==> src/rtl/ffzg_pkg.sv <==
`default_nettype none
// ----------------------------------------------------------------------------
// ffzg_pkg
// Types and codes shared by the five-finger zoom gesture detector.
// ----------------------------------------------------------------------------
package ffzg_pkg;

	// Event kinds
	localparam logic [2:0] FUNC_DOWN   = 3'd0;
	localparam logic [2:0] FUNC_MOTION = 3'd1;
	localparam logic [2:0] FUNC_UP     = 3'd2;
	localparam logic [2:0] FUNC_FRAME  = 3'd3;
	localparam logic [2:0] FUNC_CANCEL = 3'd4;

	// Result status codes
	localparam logic [2:0] ST_IGNORE    = 3'd0;
	localparam logic [2:0] ST_MAYBE     = 3'd1;
	localparam logic [2:0] ST_UPDATE    = 3'd2;
	localparam logic [2:0] ST_FINISHED  = 3'd3;
	localparam logic [2:0] ST_CANCELLED = 3'd4;

	// Zoom directions
	localparam logic [1:0] DIR_NONE = 2'd0;
	localparam logic [1:0] DIR_IN   = 2'd1;
	localparam logic [1:0] DIR_OUT  = 2'd2;

	// Finger count saturates here
	localparam logic [3:0] COUNT_MAX = 4'd15;

	// Configuration register indexes
	localparam int unsigned CFG_IDX_W = 2;
	localparam logic [CFG_IDX_W-1:0] REG_STEP_THR  = 2'd0;
	localparam logic [CFG_IDX_W-1:0] REG_TOTAL_THR = 2'd1;

	localparam logic [15:0] THR_RESET = 16'd320;

	typedef struct packed {
		logic [2:0]  func;
		logic [3:0]  slot;
		logic [15:0] pos_x;
		logic [15:0] pos_y;
	} evt_t;

	typedef struct packed {
		logic [2:0] status;
		logic [1:0] direction;
		logic [1:0] overall_direction;
	} res_t;

endpackage
`default_nettype wire

==> src/rtl/ffzg_spread.sv <==
`default_nettype none
// ----------------------------------------------------------------------------
// ffzg_spread
// Sum of Manhattan distances from finger 0 to every other finger.
// ----------------------------------------------------------------------------
module ffzg_spread #(
	parameter int FINGERS    = 5,
	parameter int COORD_BITS = 16,
	parameter int SUM_W      = 19
) (
	input  wire logic [COORD_BITS-1:0] px [FINGERS],
	input  wire logic [COORD_BITS-1:0] py [FINGERS],
	output logic      [SUM_W-1:0]      sum
);

	localparam int PAIR_W = COORD_BITS + 1;

	logic [PAIR_W-1:0] span [FINGERS];

	// Per-finger distance, all independent
	always_comb begin
		span[0] = '0;
		for (int i = 1; i < FINGERS; i++) begin
			span[i] = PAIR_W'((px[0] >= px[i]) ? (px[0] - px[i]) : (px[i] - px[0]))
				+ PAIR_W'((py[0] >= py[i]) ? (py[0] - py[i]) : (py[i] - py[0]));
		end
	end

	always_comb begin
		sum = '0;
		for (int i = 1; i < FINGERS; i++) begin
			sum = sum + SUM_W'(span[i]);
		end
	end

endmodule
`default_nettype wire

==> src/rtl/ffzg_core.sv <==
`default_nettype none
// ----------------------------------------------------------------------------
// ffzg_core
// Gesture state, per-event next-state logic and result decode.
// ----------------------------------------------------------------------------
module ffzg_core #(
	parameter int FINGERS    = 5,
	parameter int COORD_BITS = 16
) (
	input  wire logic            clk,
	input  wire logic            arst_n,
	input  wire logic            step,
	input  wire ffzg_pkg::evt_t  evt,
	input  wire logic [15:0]     step_thr,
	input  wire logic [15:0]     total_thr,
	output ffzg_pkg::res_t       res
);

	localparam int KEEP_W = (COORD_BITS < 16) ? COORD_BITS : 16;
	localparam int SUM_W  = COORD_BITS + $clog2(2 * (FINGERS - 1));
	localparam int LIM_W  = 16 + $clog2(FINGERS);
	localparam int CMP_W  = ((SUM_W > LIM_W) ? SUM_W : LIM_W) + 1;
	localparam logic [3:0] FCNT = 4'(FINGERS);

	logic [3:0]            cnt_q, cnt_n;
	logic                  started_q, started_n;
	logic                  canc_q, canc_n;
	logic [1:0]            dir_q, dir_n;
	logic [COORD_BITS-1:0] sx_q [FINGERS], sy_q [FINGERS], sx_n [FINGERS], sy_n [FINGERS];
	logic [COORD_BITS-1:0] lx_q [FINGERS], ly_q [FINGERS], lx_n [FINGERS], ly_n [FINGERS];
	logic [COORD_BITS-1:0] cx_q [FINGERS], cy_q [FINGERS], cx_n [FINGERS], cy_n [FINGERS];
	logic                  end_reset;
	logic [2:0]            status;
	logic [COORD_BITS-1:0] px, py;

	logic [SUM_W-1:0]        sp_cur_q, sp_last_q, sp_cur_n, sp_start_n;
	logic signed [CMP_W-1:0] step_delta, step_mag, step_lim;
	logic signed [CMP_W-1:0] tot_delta, tot_lim;

	assign px = COORD_BITS'(evt.pos_x[KEEP_W-1:0]);
	assign py = COORD_BITS'(evt.pos_y[KEEP_W-1:0]);

	ffzg_spread #(.FINGERS(FINGERS), .COORD_BITS(COORD_BITS), .SUM_W(SUM_W)) u_sp_cur_q (
		.px(cx_q), .py(cy_q), .sum(sp_cur_q)
	);
	ffzg_spread #(.FINGERS(FINGERS), .COORD_BITS(COORD_BITS), .SUM_W(SUM_W)) u_sp_last_q (
		.px(lx_q), .py(ly_q), .sum(sp_last_q)
	);
	ffzg_spread #(.FINGERS(FINGERS), .COORD_BITS(COORD_BITS), .SUM_W(SUM_W)) u_sp_cur_n (
		.px(cx_n), .py(cy_n), .sum(sp_cur_n)
	);
	ffzg_spread #(.FINGERS(FINGERS), .COORD_BITS(COORD_BITS), .SUM_W(SUM_W)) u_sp_start_n (
		.px(sx_n), .py(sy_n), .sum(sp_start_n)
	);

	// Frame test: change of spread against (FINGERS-1) * step threshold
	assign step_delta = CMP_W'(sp_cur_q) - CMP_W'(sp_last_q);
	assign step_mag   = step_delta[CMP_W-1] ? -step_delta : step_delta;
	assign step_lim   = CMP_W'(FINGERS - 1) * CMP_W'(step_thr);

	always_comb begin
		cnt_n     = cnt_q;
		started_n = started_q;
		canc_n    = canc_q;
		dir_n     = dir_q;
		sx_n      = sx_q;
		sy_n      = sy_q;
		lx_n      = lx_q;
		ly_n      = ly_q;
		cx_n      = cx_q;
		cy_n      = cy_q;
		end_reset = 1'b0;
		status    = ffzg_pkg::ST_IGNORE;
		unique case (evt.func)
			ffzg_pkg::FUNC_DOWN: begin
				cnt_n = (cnt_q != ffzg_pkg::COUNT_MAX) ? cnt_q + 4'd1 : cnt_q;
				if (!canc_q) begin
					if (cnt_n <= FCNT) begin
						for (int i = 0; i < FINGERS; i++) begin
							if (evt.slot == 4'(i)) begin
								sx_n[i] = px;
								sy_n[i] = py;
							end
						end
					end
					if (cnt_n == FCNT) begin
						started_n = 1'b1;
						lx_n      = sx_n;
						ly_n      = sy_n;
						cx_n      = sx_n;
						cy_n      = sy_n;
						status    = ffzg_pkg::ST_MAYBE;
					end else if (cnt_n > FCNT) begin
						canc_n = 1'b1;
						status = ffzg_pkg::ST_CANCELLED;
					end
				end
			end
			ffzg_pkg::FUNC_MOTION: begin
				if (!canc_q && started_q) begin
					for (int i = 0; i < FINGERS; i++) begin
						if (evt.slot == 4'(i)) begin
							cx_n[i] = px;
							cy_n[i] = py;
						end
					end
				end
			end
			ffzg_pkg::FUNC_UP: begin
				cnt_n = (cnt_q != 4'd0) ? cnt_q - 4'd1 : cnt_q;
				if (cnt_n == 4'd0) begin
					if (!canc_q && started_q && dir_q != ffzg_pkg::DIR_NONE) begin
						status = ffzg_pkg::ST_FINISHED;
					end
					end_reset = 1'b1;
				end
			end
			ffzg_pkg::FUNC_FRAME: begin
				if (!canc_q && started_q && step_mag >= step_lim) begin
					lx_n   = cx_q;
					ly_n   = cy_q;
					dir_n  = (step_delta > 0) ? ffzg_pkg::DIR_IN : ffzg_pkg::DIR_OUT;
					status = ffzg_pkg::ST_UPDATE;
				end
			end
			ffzg_pkg::FUNC_CANCEL: begin
				canc_n = 1'b1;
				status = ffzg_pkg::ST_CANCELLED;
			end
			default: begin
			end
		endcase
	end

	// Overall direction from the post-event points, before any end reset
	assign tot_delta = CMP_W'(sp_cur_n) - CMP_W'(sp_start_n);
	assign tot_lim   = CMP_W'(FINGERS - 1) * CMP_W'(total_thr);

	always_comb begin
		res.status    = status;
		res.direction = dir_n;
		if (!started_n || canc_n) begin
			res.overall_direction = ffzg_pkg::DIR_NONE;
		end else if (tot_delta > tot_lim) begin
			res.overall_direction = ffzg_pkg::DIR_IN;
		end else if (tot_delta < -tot_lim) begin
			res.overall_direction = ffzg_pkg::DIR_OUT;
		end else begin
			res.overall_direction = ffzg_pkg::DIR_NONE;
		end
	end

	always_ff @(posedge clk or negedge arst_n) begin
		if (!arst_n) begin
			cnt_q     <= '0;
			started_q <= 1'b0;
			canc_q    <= 1'b0;
			dir_q     <= ffzg_pkg::DIR_NONE;
			for (int i = 0; i < FINGERS; i++) begin
				sx_q[i] <= '0;
				sy_q[i] <= '0;
				lx_q[i] <= '0;
				ly_q[i] <= '0;
				cx_q[i] <= '0;
				cy_q[i] <= '0;
			end
		end else if (step) begin
			cnt_q <= cnt_n;
			if (end_reset) begin
				started_q <= 1'b0;
				canc_q    <= 1'b0;
				dir_q     <= ffzg_pkg::DIR_NONE;
				for (int i = 0; i < FINGERS; i++) begin
					sx_q[i] <= '0;
					sy_q[i] <= '0;
					lx_q[i] <= '0;
					ly_q[i] <= '0;
					cx_q[i] <= '0;
					cy_q[i] <= '0;
				end
			end else begin
				started_q <= started_n;
				canc_q    <= canc_n;
				dir_q     <= dir_n;
				sx_q      <= sx_n;
				sy_q      <= sy_n;
				lx_q      <= lx_n;
				ly_q      <= ly_n;
				cx_q      <= cx_n;
				cy_q      <= cy_n;
			end
		end
	end

endmodule
`default_nettype wire

==> src/rtl/five_finger_zoom_gesture_detector_unit.sv <==
`default_nettype none
// Pipeline: an event passes through the input register, then the result register, and its
//   result is offered once it is in the result register; one event per cycle is sustained
//   while the result channel is not stalled, since the gesture state update, the spread sums
//   and the result decode all fit between those two registers.
// Reset: arst_n clears the finger count, flags, direction and all stored points, and
//   loads both thresholds with 320; the input stage comes out of reset empty and does not stall.
// ----------------------------------------------------------------------------
// five_finger_zoom_gesture_detector_unit
// Recognizes a five-finger pinch zoom from a stream of touch events and
// reports one status/direction result per event.
// ----------------------------------------------------------------------------
module five_finger_zoom_gesture_detector_unit #(
	parameter int FINGERS    = 5,
	parameter int COORD_BITS = 16
) (
	input  wire logic                               clk,
	input  wire logic                               arst_n,
	// event channel
	input  wire logic                               evt_valid,
	output logic                                    evt_stall,
	input  wire ffzg_pkg::evt_t                     evt,
	// result channel
	output logic                                    res_valid,
	input  wire logic                               res_stall,
	output ffzg_pkg::res_t                          res,
	// configuration write channel
	input  wire logic                               cfg_valid,
	output logic                                    cfg_ready,
	input  wire logic [ffzg_pkg::CFG_IDX_W-1:0]     cfg_index,
	input  wire logic [15:0]                        cfg_data
);

	ffzg_pkg::evt_t evt_s1;
	logic           valid_s1;
	ffzg_pkg::res_t res_q;
	logic           res_valid_q;
	ffzg_pkg::res_t core_res;
	logic [15:0]    step_thr_q;
	logic [15:0]    total_thr_q;
	logic           advance;
	logic           step;

	// The result register moves when it is empty or its transfer completes.
	assign advance   = !res_valid_q || !res_stall;
	// Hold the input stage only while a finished item cannot move on.
	assign evt_stall = valid_s1 && !advance;
	// The event in the input stage is committed as it moves into the result register.
	assign step      = valid_s1 && advance;

	assign res_valid = res_valid_q;
	assign res       = res_q;
	assign cfg_ready = 1'b1;

	// Input register: take a new event whenever the stage is not held.
	always_ff @(posedge clk or negedge arst_n) begin
		if (!arst_n) begin
			valid_s1 <= 1'b0;
		end else if (!evt_stall) begin
			valid_s1 <= evt_valid;
		end
	end

	always_ff @(posedge clk) begin
		if (evt_valid && !evt_stall) begin
			evt_s1 <= evt;
		end
	end

	ffzg_core #(
		.FINGERS   (FINGERS),
		.COORD_BITS(COORD_BITS)
	) u_core (
		.clk      (clk),
		.arst_n   (arst_n),
		.step     (step),
		.evt      (evt_s1),
		.step_thr (step_thr_q),
		.total_thr(total_thr_q),
		.res      (core_res)
	);

	// Result register: advance on an empty slot or a completed transfer, else hold.
	always_ff @(posedge clk or negedge arst_n) begin
		if (!arst_n) begin
			res_valid_q <= 1'b0;
		end else if (advance) begin
			res_valid_q <= valid_s1;
		end
	end

	always_ff @(posedge clk) begin
		if (step) begin
			res_q <= core_res;
		end
	end

	// Threshold registers; writes to unknown indexes are dropped.
	always_ff @(posedge clk or negedge arst_n) begin
		if (!arst_n) begin
			step_thr_q  <= ffzg_pkg::THR_RESET;
			total_thr_q <= ffzg_pkg::THR_RESET;
		end else if (cfg_valid && cfg_ready) begin
			unique case (cfg_index)
				ffzg_pkg::REG_STEP_THR:  step_thr_q  <= cfg_data;
				ffzg_pkg::REG_TOTAL_THR: total_thr_q <= cfg_data;
				default: begin
				end
			endcase
		end
	end

endmodule
`default_nettype wire
==> config.mk <==
export PLATFORM = sky130hd
export DESIGN_NAME = five_finger_zoom_gesture_detector_unit
export DESIGN_NICKNAME = d
export VERILOG_FILES = /design/src/rtl/ffzg_pkg.sv /design/src/rtl/ffzg_spread.sv /design/src/rtl/ffzg_core.sv /design/src/rtl/five_finger_zoom_gesture_detector_unit.sv
export SDC_FILE = /design/constraint.sdc
export NUM_CORES = 2
export LEC_CHECK = 0
export BUFFER_PORTS_ARGS = -buffer_cell sky130_fd_sc_hd__buf_2
export CAP_MARGIN = 40
export CELL_PAD_IN_SITES_DETAIL_PLACEMENT = 0
export CELL_PAD_IN_SITES_GLOBAL_PLACEMENT = 1
export CORE_ASPECT_RATIO = 1.4
export CORE_MARGIN = 2
export CORE_UTILIZATION = 30
export CTS_CLUSTER_SIZE = 16
export DETAILED_ROUTE_END_ITERATION = 8
export GPL_TIMING_DRIVEN = 0
export PLACE_DENSITY_LB_ADDON = 0.1
export SYNTH_ARGS = -nofsm -noshare
export SYNTH_HDL_FRONTEND = slang
export SYNTH_SLANG_ARGS = --single-unit
==> constraint.sdc <==
create_clock -name clk -period 15 [get_ports clk]
set_clock_uncertainty 0.05 [all_clocks]
set_input_delay 1.5 -clock clk [delete_from_list [all_inputs] [get_ports clk]]
set_output_delay 1.5 -clock clk [all_outputs]
set_load 0.01 [all_outputs]
==> results.cfg <==
[critical_path]
arrival_ns = 15.18
start_kind = flip-flop
cp.required_ns = 15.57
cpPeakStageDelay_ns = 0.69
r2r_cells = 55
critPathCaptureType = flip-flop
reg2reg_from = u_core.cx_q[64]
path_buf_inv = 11
reg2reg_to = u_core.lx_q[14]
crit_fanout = 10
path_class = reg2reg
crit_slowest_cell = fa_2
rrSetupSlack_ns = 0.39
cpLargestDelayFamily = compound AO/OA/AOI/OAI gates

[die]
ios = 72
fp-row-count = 244
die_y_um = 670.7
dieArea_um2 = 322100
die-width_um = 480.2
coreArea_um2 = 315700
start_util = 0.3018

[logic_synthesis]
ys.flop_type = dfrtp_1
syn_inst = 11788
yosysSeqAreaShare = 0.1517
netlist_area_um2 = 95260
yosys.area.top_type = ha_1
synth_warnings = 0
synthArstFlopShare = 0.9190
syn_area_per_cell_um2 = 8.081
yosysTopAreaCellShare = 0.1792
synth-edff-count = 46
ys_seq_elements = 568
synth.distinct_cells = 102
synth_nets = 13500
synthTopCellsByArea = ha_1 (18%), dfrtp_1 (14%), mux2i_1 (7.3%)

[run_status]
status = complete, but fails checks
violations = DRC

[timing]
drv_slew = 0
period_share = 0.9739
setup_viol = 0
worst_pin_slew_ns = 1.287
period_minus_slack_ns = 14.61
finalHoldViolCount = 0
max_freq_mhz = 68.46
slew_headroom = 0.1419

[grt]
grt_pass1_vias = 95309
grt_max_degree = 104
grt_pass1_wl_um = 783300
grt_use_total = 0.3516
grt_antenna_before_repair = 33
grt.overflow.total = 0

[finish]
layout_common_cells = ha_1 (1,340), inv_1 (1,292), a21oi_1 (1,006)
fillCellCount = 33520
syn2layout_area_growth_pct = 15.66
drive_above_1_share = 0.1077
fin_util = 0.3490
layout_commonest_cell = ha_1
finalNonFillerCells = 16697
final_cell_area_um2 = 110200
layout.nets = 14154

[route]
postRouteAntennaNets = 0
routed_via_density = 5.713
wl_met1_um = 212200
drt_iter0_markers = 9952
vias = 95382
wl_met2_um = 274300
wirelength_um = 586400
top_layer_used = met5
route.met3.wl_um = 27870
avgRoutedWirePerCell_um = 35.12
firstDrtPassIters = 9
drc_errors = 23

[placed_design]
dpl.hpwl_um = 508200
gp_congestion = 1.035
post_dp_cell_area_um2 = 104300
dp_cells = 16393
io_buffers = 70

[cts]
cts_made_buffers = 74
cts_buffer_depth = 3
cts_max_level = 3
root_buffer = clkbuf_16
clk_pin_slew_worst_paths_ns = 0.06
cts_tree = yes
cts.sinks = 568
worstSkewPairLatency_ns = 0.75

[min_path]
holdPathEnd = res_valid
hp-class = reg2reg
worstHoldStart = valid_s1
holdPathStages = 1

[job]
drv_cap = 0
state kept, by name, indices dropped and copies added, names as in the netlist, 7 cells and up:
register     cells
total_thr_q     16
step_thr_q      16
u_core.sx_q     80
u_core.cy_q     80
u_core.lx_q     80
u_core.cx_q     80
evt_s1          39
u_core.ly_q     80
res              7
u_core.sy_q     80
metal layers:
layer  vias to the layer above  track usage
li1                      43360            -
met4                         4       0.3514
met5                         -            0
met1                     46862       0.3793
met3                      1371      0.03765
met2                      3785       0.5884
what timing repair did:
item,in CTS,in global routing
setup endpoints to repair,162,166
resized for setup,174,271
setup buffers,121,79
pin swaps,82,69
hold buffers,0,0
Yosys cell counts, types with 141 or more instances:
library cell / count
xor2_1: 256
nor3_1: 153
a21o_1: 696
a21oi_1: 1016
nand2_1: 830
ha_1: 1364
dfrtp_1: 518
clkbuf_1: 505
xnor2_1: 467
o21ai_0: 674
nor2b_1: 163
mux2i_1: 697
o211ai_1: 215
fa_1: 286
nor2_1: 499
o22ai_1: 173
o21bai_1: 182
inv_1: 1303
nand3_1: 141
a222oi_1: 160
cell type report:
| cell class | count | area (µm²) | area share |
|---|---|---|---|
| well taps | 4182 | 5233 | 0.04749 |
| plain buffers | 568 | 2547 | 0.02312 |
| multi-input cells | 9301 | 74880 | 0.6796 |
| diodes | 12 | 30.03 | 0.0002725 |
| clock inverters | 40 | 690.7 | 0.006269 |
| flip-flops and latches | 568 | 14480 | 0.1314 |
| clock buffers | 97 | 2069 | 0.01878 |
| inverters | 1303 | 4928 | 0.04473 |
| repair buffers | 626 | 5321 | 0.04830 |
stage by stage:
stage / setup slack, ns / hold WS, ns / TNS [ns]
after CTS: 0.0009148 / 0.4696 / 0
after global routing: -0.09001 / 0.4956 / -0.1386
after floorplan: 1.677 / 0.4074 / 0
after detailed placement: -2.535 / 0.4646 / -59.89
after global placement: -5.232 / 0.4234 / -211.46
final: 0.3922 / 0.4719 / 0
kinds of logic after synthesis:
family                     count (synthesis)  synth area share
AOI/OAI and AO/OA                       3841            0.2645
and+or+nand+nor                         2261            0.1118
buffers and inverters                   1919           0.07757
adders and majority gates               1658            0.2402
muxes                                    814           0.08707
xor gates and xnor gates                 726           0.06713
DFF                                      568            0.1517
other                                      1        0.00003937
worst max path at each step:
stage | slack [ns] | depth (start not counted) | endpoint | from
floorplan | 1.68 | 50 | res[0] | u_core.cnt_q[0]
global placement | -5.23 | 52 | res[1] | u_core.cnt_q[0]
detailed placement | -2.54 | 55 | res[1] | u_core.cnt_q[0]
CTS | 0.0009 | 57 | res[1] | u_core.cnt_q[0]
global route | -0.09 | 57 | res[1] | u_core.cnt_q[0]
finish | 0.39 | 55 | u_core.lx_q[14] | u_core.cx_q[64]
worst register-to-register path, delay by kind of cell (launching register included):
family,cells,cell delay (ns)
xor+xnor,3,1.20
compound gates,22,4.98
buf+inv,11,2.32
fa+ha+maj,8,3.59
simple gates,10,1.47
flops,1,0.65
mux,1,0.25
Power is left out: the tool's default activity adds up to more than one toggle a clock period on the data nets, which glitch-free logic cannot reach.
